### src/design/dpc_pkg.sv
// ----------------------------------------------------------------------------
// dpc_pkg: shared types and constants for the determinant pair comparator
// Field widths, queue depth and the record passed from front to back.
// ----------------------------------------------------------------------------
package dpc_pkg;

  localparam int MaskW  = 32;  // occupation mask width
  localparam int CountW = 6;   // popcount width, 0..32
  localparam int OrbW   = 5;   // orbital index width
  localparam int SpinW  = 11;  // signed spin value width
  localparam int SumW   = CountW + 1;

  localparam logic [CountW-1:0] ActiveReset = 6'd32;
  localparam logic [SumW-1:0]   NzLimit     = 7'd4;
  localparam logic [CountW-1:0] FlipDiff    = 6'd2;

  localparam int QueueDepth = 2;
  localparam int QPtrW      = $clog2(QueueDepth);
  localparam int QCountW    = $clog2(QueueDepth + 1);

  // classified item: masked occupations and their counts
  typedef struct packed {
    logic [MaskW-1:0]  a1;
    logic [MaskW-1:0]  b1;
    logic [MaskW-1:0]  a2;
    logic [MaskW-1:0]  b2;
    logic [CountW-1:0] na;
    logic [CountW-1:0] nb;
    logic [CountW-1:0] nab;
    logic [CountW-1:0] na2;
    logic [CountW-1:0] ad;
    logic [CountW-1:0] bd;
  } front_item_t;

endpackage

### src/design/dpc_front.sv
// ----------------------------------------------------------------------------
// dpc_front: masking and population counts
// Reduces the four masks to the active orbitals and counts occupations
// and differences for the back end.
// ----------------------------------------------------------------------------
module dpc_front #(
  parameter int MAX_ORBITALS = 32
) (
  input  logic [dpc_pkg::CountW-1:0] active_count_i,
  input  logic [dpc_pkg::MaskW-1:0]  first_alpha_i,
  input  logic [dpc_pkg::MaskW-1:0]  first_beta_i,
  input  logic [dpc_pkg::MaskW-1:0]  second_alpha_i,
  input  logic [dpc_pkg::MaskW-1:0]  second_beta_i,
  output dpc_pkg::front_item_t       item_o
);
  import dpc_pkg::*;

  localparam int EffMax = (MAX_ORBITALS < MaskW) ? MAX_ORBITALS : MaskW;

  function automatic logic [CountW-1:0] popcnt(input logic [MaskW-1:0] v);
    logic [CountW-1:0] c;
    c = '0;
    for (int k = 0; k < MaskW; k++) begin
      c = c + CountW'(v[k]);
    end
    return c;
  endfunction

  logic [CountW-1:0] eff_n;
  logic [MaskW-1:0]  mask;
  logic [MaskW-1:0]  a1, b1, a2, b2;

  always_comb begin
    eff_n = (active_count_i > CountW'(EffMax)) ? CountW'(EffMax) : active_count_i;
    if (eff_n >= CountW'(MaskW)) begin
      mask = '1;
    end else begin
      mask = (MaskW'(1) << eff_n) - MaskW'(1);
    end
  end

  assign a1 = first_alpha_i  & mask;
  assign b1 = first_beta_i   & mask;
  assign a2 = second_alpha_i & mask;
  assign b2 = second_beta_i  & mask;

  assign item_o.a1  = a1;
  assign item_o.b1  = b1;
  assign item_o.a2  = a2;
  assign item_o.b2  = b2;
  assign item_o.na  = popcnt(a1);
  assign item_o.nb  = popcnt(b1);
  assign item_o.nab = popcnt(a1 & b1);
  assign item_o.na2 = popcnt(a2);
  assign item_o.ad  = popcnt(a1 ^ a2);
  assign item_o.bd  = popcnt(b1 ^ b2);

endmodule

### src/design/dpc_queue.sv
// ----------------------------------------------------------------------------
// dpc_queue: short FIFO between front and back
// Register-based queue so either side can stall independently.
// ----------------------------------------------------------------------------
module dpc_queue (
  input  logic                 clk_i,
  input  logic                 rst_ni,
  input  logic                 push_i,
  input  dpc_pkg::front_item_t push_item_i,
  input  logic                 pop_i,
  output logic                 full_o,
  output logic                 head_valid_o,
  output dpc_pkg::front_item_t head_item_o
);
  import dpc_pkg::*;

  front_item_t        mem_q [QueueDepth];
  logic [QPtrW-1:0]   wr_ptr_q, wr_ptr_d;
  logic [QPtrW-1:0]   rd_ptr_q, rd_ptr_d;
  logic [QCountW-1:0] count_q, count_d;

  assign full_o       = (count_q == QCountW'(QueueDepth));
  assign head_valid_o = (count_q != '0);
  assign head_item_o  = mem_q[rd_ptr_q];

  always_comb begin
    wr_ptr_d = wr_ptr_q;
    rd_ptr_d = rd_ptr_q;
    count_d  = count_q;
    if (push_i) begin
      wr_ptr_d = (wr_ptr_q == QPtrW'(QueueDepth - 1)) ? '0 : wr_ptr_q + QPtrW'(1);
    end
    if (pop_i) begin
      rd_ptr_d = (rd_ptr_q == QPtrW'(QueueDepth - 1)) ? '0 : rd_ptr_q + QPtrW'(1);
    end
    if (push_i && !pop_i) begin
      count_d = count_q + QCountW'(1);
    end else if (pop_i && !push_i) begin
      count_d = count_q - QCountW'(1);
    end
  end

  always_ff @(posedge clk_i or negedge rst_ni) begin
    if (!rst_ni) begin
      wr_ptr_q <= '0;
      rd_ptr_q <= '0;
      count_q  <= '0;
    end else begin
      wr_ptr_q <= wr_ptr_d;
      rd_ptr_q <= rd_ptr_d;
      count_q  <= count_d;
    end
  end

  always_ff @(posedge clk_i) begin
    if (push_i) begin
      mem_q[wr_ptr_q] <= push_item_i;
    end
  end

  a_no_overflow : assert property (@(posedge clk_i) disable iff (!rst_ni)
    count_q <= QCountW'(QueueDepth))
    else $error("queue count beyond depth");

  a_no_push_full : assert property (@(posedge clk_i) disable iff (!rst_ni)
    full_o |-> !push_i)
    else $error("push into full queue");

  a_no_pop_empty : assert property (@(posedge clk_i) disable iff (!rst_ni)
    !head_valid_o |-> !pop_i)
    else $error("pop from empty queue");

  a_count_track : assert property (@(posedge clk_i) disable iff (!rst_ni)
    (push_i && !pop_i) |=> (count_q == $past(count_q) + QCountW'(1)))
    else $error("queue count lost a push");

endmodule

### src/design/dpc_back.sv
// ----------------------------------------------------------------------------
// dpc_back: spin value, flags and spin-flip decode
// Takes the queue head, finds differing orbitals, computes parity and
// holds the result in the output register.
// ----------------------------------------------------------------------------
module dpc_back (
  input  logic                        clk_i,
  input  logic                        rst_ni,
  input  logic                        head_valid_i,
  input  dpc_pkg::front_item_t        head_item_i,
  output logic                        pop_o,
  input  logic                        out_stall_i,
  output logic                        out_valid_o,
  output logic [dpc_pkg::CountW-1:0]  alpha_total_o,
  output logic signed [dpc_pkg::SpinW-1:0] spin_value_o,
  output logic [dpc_pkg::CountW-1:0]  alpha_diff_o,
  output logic [dpc_pkg::CountW-1:0]  beta_diff_o,
  output logic                        matrix_nonzero_o,
  output logic                        spin_flip_pair_o,
  output logic                        pair_parity_o,
  output logic [dpc_pkg::OrbW-1:0]    lower_orbital_o,
  output logic [dpc_pkg::OrbW-1:0]    upper_orbital_o
);
  import dpc_pkg::*;

  // lowest set bit; all-zero gives the top index
  function automatic logic [OrbW-1:0] low_bit(input logic [MaskW-1:0] v);
    logic [OrbW-1:0] k;
    k = OrbW'(MaskW - 1);
    for (int i = MaskW - 1; i >= 0; i--) begin
      if (v[i]) begin
        k = OrbW'(i);
      end
    end
    return k;
  endfunction

  front_item_t       it;
  logic [MaskW-1:0]  da, db;
  logic [OrbW-1:0]   pa, qa, rb, sb;
  logic [CountW-1:0] absd;
  logic [SpinW-1:0]  sq;
  logic [SpinW-1:0]  spin;
  logic              nz, flip, par;
  logic [MaskW-1:0]  upto_p, upto_q;

  logic              out_valid_q;
  logic [CountW-1:0] alpha_total_q, alpha_diff_q, beta_diff_q;
  logic [SpinW-1:0]  spin_q;
  logic              nz_q, flip_q, par_q;
  logic [OrbW-1:0]   lower_q, upper_q;

  assign it = head_item_i;
  assign da = it.a1 ^ it.a2;
  assign db = it.b1 ^ it.b2;
  assign pa = low_bit(da);
  assign qa = low_bit(da & (da - MaskW'(1)));
  assign rb = low_bit(db);
  assign sb = low_bit(db & (db - MaskW'(1)));

  // bits 0..p and 0..q inclusive
  assign upto_p = MaskW'(({1'b0, {MaskW{1'b0}}} | (MaskW + 1)'(2)) << pa) - MaskW'(1);
  assign upto_q = MaskW'(({1'b0, {MaskW{1'b0}}} | (MaskW + 1)'(2)) << qa) - MaskW'(1);

  always_comb begin
    absd = (it.na >= it.nb) ? (it.na - it.nb) : (it.nb - it.na);
    sq   = SpinW'(absd) * SpinW'(absd);
    spin = {3'b000, it.nab, 2'b00} - sq;
    nz   = (it.na == it.na2) &&
           ((SumW'(it.ad) + SumW'(it.bd)) <= NzLimit);
    flip = (it.na == it.na2) && (it.ad == FlipDiff) && (it.bd == FlipDiff) &&
           (pa == rb) && (qa == sb) && ((it.a1[pa] ^ it.b1[pa]) == 1'b1);
    // popcount parity via xor-reduce; odd sign when the count sum is even
    par  = ~(^(it.a1 & ~upto_p) ^ ^(it.a2 & ~upto_q) ^
             ^(it.b1 & upto_q) ^ ^(it.b2 & upto_p));
  end

  assign pop_o = head_valid_i && (!out_valid_q || !out_stall_i);

  always_ff @(posedge clk_i or negedge rst_ni) begin
    if (!rst_ni) begin
      out_valid_q <= 1'b0;
    end else if (!out_valid_q || !out_stall_i) begin
      out_valid_q <= head_valid_i;
    end
  end

  always_ff @(posedge clk_i) begin
    if (pop_o) begin
      alpha_total_q <= it.na;
      spin_q        <= spin;
      alpha_diff_q  <= it.ad;
      beta_diff_q   <= it.bd;
      nz_q          <= nz;
      flip_q        <= flip;
      par_q         <= flip & par;
      lower_q       <= flip ? pa : '0;
      upper_q       <= flip ? qa : '0;
    end
  end

  assign out_valid_o      = out_valid_q;
  assign alpha_total_o    = alpha_total_q;
  assign spin_value_o     = $signed(spin_q);
  assign alpha_diff_o     = alpha_diff_q;
  assign beta_diff_o      = beta_diff_q;
  assign matrix_nonzero_o = nz_q;
  assign spin_flip_pair_o = flip_q;
  assign pair_parity_o    = par_q;
  assign lower_orbital_o  = lower_q;
  assign upper_orbital_o  = upper_q;

  a_flip_needs_nz : assert property (@(posedge clk_i) disable iff (!rst_ni)
    (out_valid_o && spin_flip_pair_o) |-> matrix_nonzero_o)
    else $error("spin-flip pair without nonzero flag");

  a_flip_order : assert property (@(posedge clk_i) disable iff (!rst_ni)
    (out_valid_o && spin_flip_pair_o) |-> (lower_orbital_o < upper_orbital_o))
    else $error("spin-flip orbitals out of order");

  a_no_flip_zero : assert property (@(posedge clk_i) disable iff (!rst_ni)
    (out_valid_o && !spin_flip_pair_o) |->
      (!pair_parity_o && lower_orbital_o == '0 && upper_orbital_o == '0))
    else $error("pair fields set without spin-flip pair");

endmodule

### src/design/determinant_pair_compare.sv
// ----------------------------------------------------------------------------
// determinant_pair_compare: determinant pair excitation comparator
// Flow: the queue entry is written at the accepting edge, the output register
//   when the back end pops it, which waits while the output is stalled.
// Throughput: one transaction per cycle; input stalls only when the two-entry
//   queue is full, and the queue and output register stall independently.
// Reset: asynchronous active low; queue and output empty, active_count = 32.
// ----------------------------------------------------------------------------
module determinant_pair_compare #(
  parameter int MAX_ORBITALS = 32
) (
  input  logic                             clk_i,
  input  logic                             rst_ni,
  input  logic                             cfg_valid_i,
  output logic                             cfg_ready_o,
  input  logic [dpc_pkg::CountW-1:0]       cfg_data_i,
  input  logic                             in_valid_i,
  output logic                             in_stall_o,
  input  logic [dpc_pkg::MaskW-1:0]        first_alpha_i,
  input  logic [dpc_pkg::MaskW-1:0]        first_beta_i,
  input  logic [dpc_pkg::MaskW-1:0]        second_alpha_i,
  input  logic [dpc_pkg::MaskW-1:0]        second_beta_i,
  output logic                             out_valid_o,
  input  logic                             out_stall_i,
  output logic [dpc_pkg::CountW-1:0]       alpha_total_o,
  output logic signed [dpc_pkg::SpinW-1:0] spin_value_o,
  output logic [dpc_pkg::CountW-1:0]       alpha_diff_o,
  output logic [dpc_pkg::CountW-1:0]       beta_diff_o,
  output logic                             matrix_nonzero_o,
  output logic                             spin_flip_pair_o,
  output logic                             pair_parity_o,
  output logic [dpc_pkg::OrbW-1:0]         lower_orbital_o,
  output logic [dpc_pkg::OrbW-1:0]         upper_orbital_o
);
  import dpc_pkg::*;

  logic [CountW-1:0] active_q;
  front_item_t       front_item, head_item;
  logic              q_full, q_push, q_pop, head_valid;

  assign cfg_ready_o = 1'b1;

  always_ff @(posedge clk_i or negedge rst_ni) begin
    if (!rst_ni) begin
      active_q <= ActiveReset;
    end else if (cfg_valid_i && cfg_ready_o) begin
      active_q <= cfg_data_i;
    end
  end

  dpc_front #(
    .MAX_ORBITALS(MAX_ORBITALS)
  ) u_front (
    .active_count_i(active_q),
    .first_alpha_i (first_alpha_i),
    .first_beta_i  (first_beta_i),
    .second_alpha_i(second_alpha_i),
    .second_beta_i (second_beta_i),
    .item_o        (front_item)
  );

  assign in_stall_o = q_full;
  assign q_push     = in_valid_i && !in_stall_o;

  dpc_queue u_queue (
    .clk_i       (clk_i),
    .rst_ni      (rst_ni),
    .push_i      (q_push),
    .push_item_i (front_item),
    .pop_i       (q_pop),
    .full_o      (q_full),
    .head_valid_o(head_valid),
    .head_item_o (head_item)
  );

  dpc_back u_back (
    .clk_i           (clk_i),
    .rst_ni          (rst_ni),
    .head_valid_i    (head_valid),
    .head_item_i     (head_item),
    .pop_o           (q_pop),
    .out_stall_i     (out_stall_i),
    .out_valid_o     (out_valid_o),
    .alpha_total_o   (alpha_total_o),
    .spin_value_o    (spin_value_o),
    .alpha_diff_o    (alpha_diff_o),
    .beta_diff_o     (beta_diff_o),
    .matrix_nonzero_o(matrix_nonzero_o),
    .spin_flip_pair_o(spin_flip_pair_o),
    .pair_parity_o   (pair_parity_o),
    .lower_orbital_o (lower_orbital_o),
    .upper_orbital_o (upper_orbital_o)
  );

endmodule
### config.mk
export PLATFORM = sky130hd
export DESIGN_NAME = determinant_pair_compare
export DESIGN_NICKNAME = d
export VERILOG_FILES = /design/src/design/dpc_pkg.sv /design/src/design/dpc_front.sv /design/src/design/dpc_queue.sv /design/src/design/dpc_back.sv /design/src/design/determinant_pair_compare.sv
export SDC_FILE = /design/constraint.sdc
export NUM_CORES = 1
export LEC_CHECK = 0
export ABC_AREA = 1
export BUFFER_PORTS_ARGS = -buffer_cell sky130_fd_sc_hd__buf_4
export CELL_PAD_IN_SITES_DETAIL_PLACEMENT = 0
export CELL_PAD_IN_SITES_GLOBAL_PLACEMENT = 1
export CORE_MARGIN = 2
export CORE_UTILIZATION = 35
export CTS_BUF_LIST = sky130_fd_sc_hd__clkbuf_16
export DETAILED_ROUTE_END_ITERATION = 8
export HOLD_SLACK_MARGIN = 0.15
export PLACE_DENSITY = 0.75
export SLEW_MARGIN = 20
export SYNTH_ARGS = -nofsm -noshare
export SYNTH_HDL_FRONTEND = slang
export SYNTH_SLANG_ARGS = --single-unit
export TNS_END_PERCENT = 100
### constraint.sdc
create_clock -name clk_i -period 12.3 [get_ports clk_i]
set_input_delay 0.615 -clock clk_i [delete_from_list [all_inputs] [get_ports clk_i]]
set_output_delay 0.615 -clock clk_i [all_outputs]
set_load 0.03 [all_outputs]
==> impl_results.md <==
* Post-synthesis instance total at 4091
* Top_reg_cell synth: edfxtp_1
* DRT iter0 DRCs at 2448
* Synth Cell Area at 31300 um2
* CP Capture Type: register
* Max incr delay on CP at 600 ps
* Kind of critical path: register to register
* Synthesized area per cell at 7.64 um2
* Crit path from: active_q[5]$_DFFE_PN1P_
* Synth Warn # at 0
* Core Rows at 109
* Synth unique cells at 62
* Final worst-path cycle share at 78.3%
* CTS tree: yes
* CP required at 12650 ps
* Status: finished, final reports clean
* FF-to-FF Start: active_q[5]$_DFFE_PN1P_
* Worst-Margin Slew at 1270 ps
* Port buffer count at 182
* CTS H-tree depth at 2
* Worst-path maximum fanout at 22
* FFs w/ async S/R, synth at 2.89%
* Worst skew pair latency at 630 ps
* Final Hold Viols at 0
* RSZ-0062 raised after global routing: no
* # clock sinks at 380
* Vias per cell at 4.95
* Nets at 4659
* Slew headroom at 14.6%
* CTS root buf: clkbuf_16
* Number of synthesized flops with an enable pin at 369
* Hold_sp: cfg_data_i[1]
* DP HPWL at 94.0 mm
* Drt wl/cell at 20.7 um
* Min cycle time layout at 9630 ps
* Final setup TNS at 0 ps
* Worst min path class: input pin to register
* Initial Utilization at 35.4%
* Placer Congestion at 1.00
* Fraction of layout cells with a size suffix above 1 at 9.54%
* Die area at 91700 um2
* Worst setup SP type: register
* Post-Place Cells at 5385
* CP max-delay cell: nor2_1
* FF+latch count, synth at 380
* CTS Buf Count at 46
* Initial antenna violation count at 1
* Max-cap check violation count at 0
* CP most frequent cell: nor2_1
* Synth-to-Final Area Change at 13.6%
* Vias in the first global route at 25500
* Finish-stage setup viols at 0
* Total grt overflow at 0
* Fin. max-slew vios at 0
* Worst-path clk slew at 60 ps
* WL final at 113 mm
* Pre-Repair DR Iteration Count at 5
* Core area at 88400 um2
* Clock skew at 75.5 ps
* Pin count of the biggest net entering global routing at 138
* Max Buffers Root-to-Sink at 3
* Routed vias at 27100
* Most frequent cells in the layout: nand2_1, inv_1, nor2_1
* First-pass GRT wire length at 165 mm
* Post-synthesis sequential area ratio at 36.3%
* Commonest non-fill, non-tap cell in the layout: nand2_1
* Layout Cells excl Fill at 5473
* Chip width at 303 um
* Crit path arrival time at 9980 ps
* Vert. Die Dim at 303 um
* I/O Pins at 184
* F_max at 0.104 GHz
* Antenna-violating nets left at 0
* All-Layer GR Usage at 24.8%
* # DRC at 0
[path summary, 6_finish.rpt]
kind	depth (start not counted)	endpoint	slack (ps)
worst max-delay path	40	u_queue.mem_q[1][10]$_DFFE_PP_	2670
worst min-delay path	3	active_q[1]$_DFFE_PN0P_	190
worst max register to register	40	u_queue.mem_q[1][10]$_DFFE_PP_	2670
worst min register to register	2	u_back.out_valid_o$_DFFE_PN0N_	510
max in group asynchronous	2	active_q[5]$_DFFE_PN1P_	11730
min in group asynchronous	2	u_queue.count_q[0]$_DFFE_PN0P_	350
[synthesized netlist by cell type (24+ instances only)]
cell	instances	area share, %
nand4_1	40	0.80
clkbuf_1	35	0.42
xnor2_1	84	2.4
o21ai_1	25	0.40
xor2_1	76	2.1
a21oi_1	82	1.3
nor2_1	460	5.5
nand3_1	184	2.9
fa_1	159	10
inv_1	704	8.5
o21ai_0	105	1.7
nand2_1	1320	16
edfxtp_1	369	35
mux2i_1	28	0.90
or2_2	35	0.70
nor3_1	33	0.53
ha_1	92	3.7
inv_2	24	0.29
[flip-flops by register name, indices dropped and copies added (netlist names)]
signal	count
u_queue.count_q	2
u_queue.wr_ptr_q	1
u_back.out_valid_o	1
u_back.pair_parity_o	1
u_back.alpha_total_o	6
u_back.beta_diff_o	6
u_queue.mem_q	328
u_back.upper_orbital_o	5
u_back.spin_flip_pair_o	1
u_back.lower_orbital_o	5
u_back.spin_value_o	10
active_q	6
u_queue.rd_ptr_q	1
u_back.alpha_diff_o	6
u_back.matrix_nonzero_o	1
[cells by family (layout without fill, tap and decap cells)]
logic type / count (synthesis) / after routing / share of synthesized area, %
buf+inv: 809 / 1024 / 10.2
compound gates: 312 / 312 / 5.82
other cells: 1 / 3 / 0.0120
simple gates: 2150 / 2150 / 28.4
flops: 380 / 380 / 36.3
fa+ha+maj: 251 / 251 / 13.9
mux: 28 / 28 / 0.897
xor+xnor: 160 / 160 / 4.48
[area by class of cell]
class                           instances  area, um2
Inverter                              737       2770
Multi-Input combinational cell       2903      16700
Antenna cell                            1       2.50
Timing Repair Buffer                  201       1520
Clock buffer                           46       1150
Fill cell                            9159      52900
Tap cell                             1165       1460
Sequential cell                       380      11400
Clock inverter                         40        518
[repair_timing]
action                                 in CTS  in global routing
endpoints found under the hold margin      11                  0
setup endpoints to repair                   0                  0
hold buffers                                1                  0
setup buffers                               0                  0
resized for setup                           0                  0
[worst max-delay path: cells and delay by family (launching register included)]
kind / cells / cell delay (ps)
flops: 1 / 520
xor+xnor: 1 / 90
compound gates: 2 / 220
fa+ha+maj: 9 / 4180
buf+inv: 8 / 870
simple gates: 20 / 3470
[per-stage QoR]
stage | hold WS, ps | instance area [um2] | utilization [%] | setup slack [ps]
final | 193 | 35500 | 40.2 | 2670
after global routing | 198 | 35500 | 40.2 | 1950
after CTS | 161 | 35500 | 40.2 | 2790
after detailed placement | 459 | 33800 | 38.3 | 2840
after global placement | 460 | 33800 | 38.3 | 2870
after floorplan | 319 | 31300 | - | 4010
[routing by layer]
metal  wire (um)  track usage, %
met5           0               0
met1       49700            34.0
met2       52100            40.4
met3        7270            2.95
met4        4390            8.89
Power is left out: the tool's default activity adds up to more than one toggle a clock period on the data nets, which glitch-free logic cannot reach.
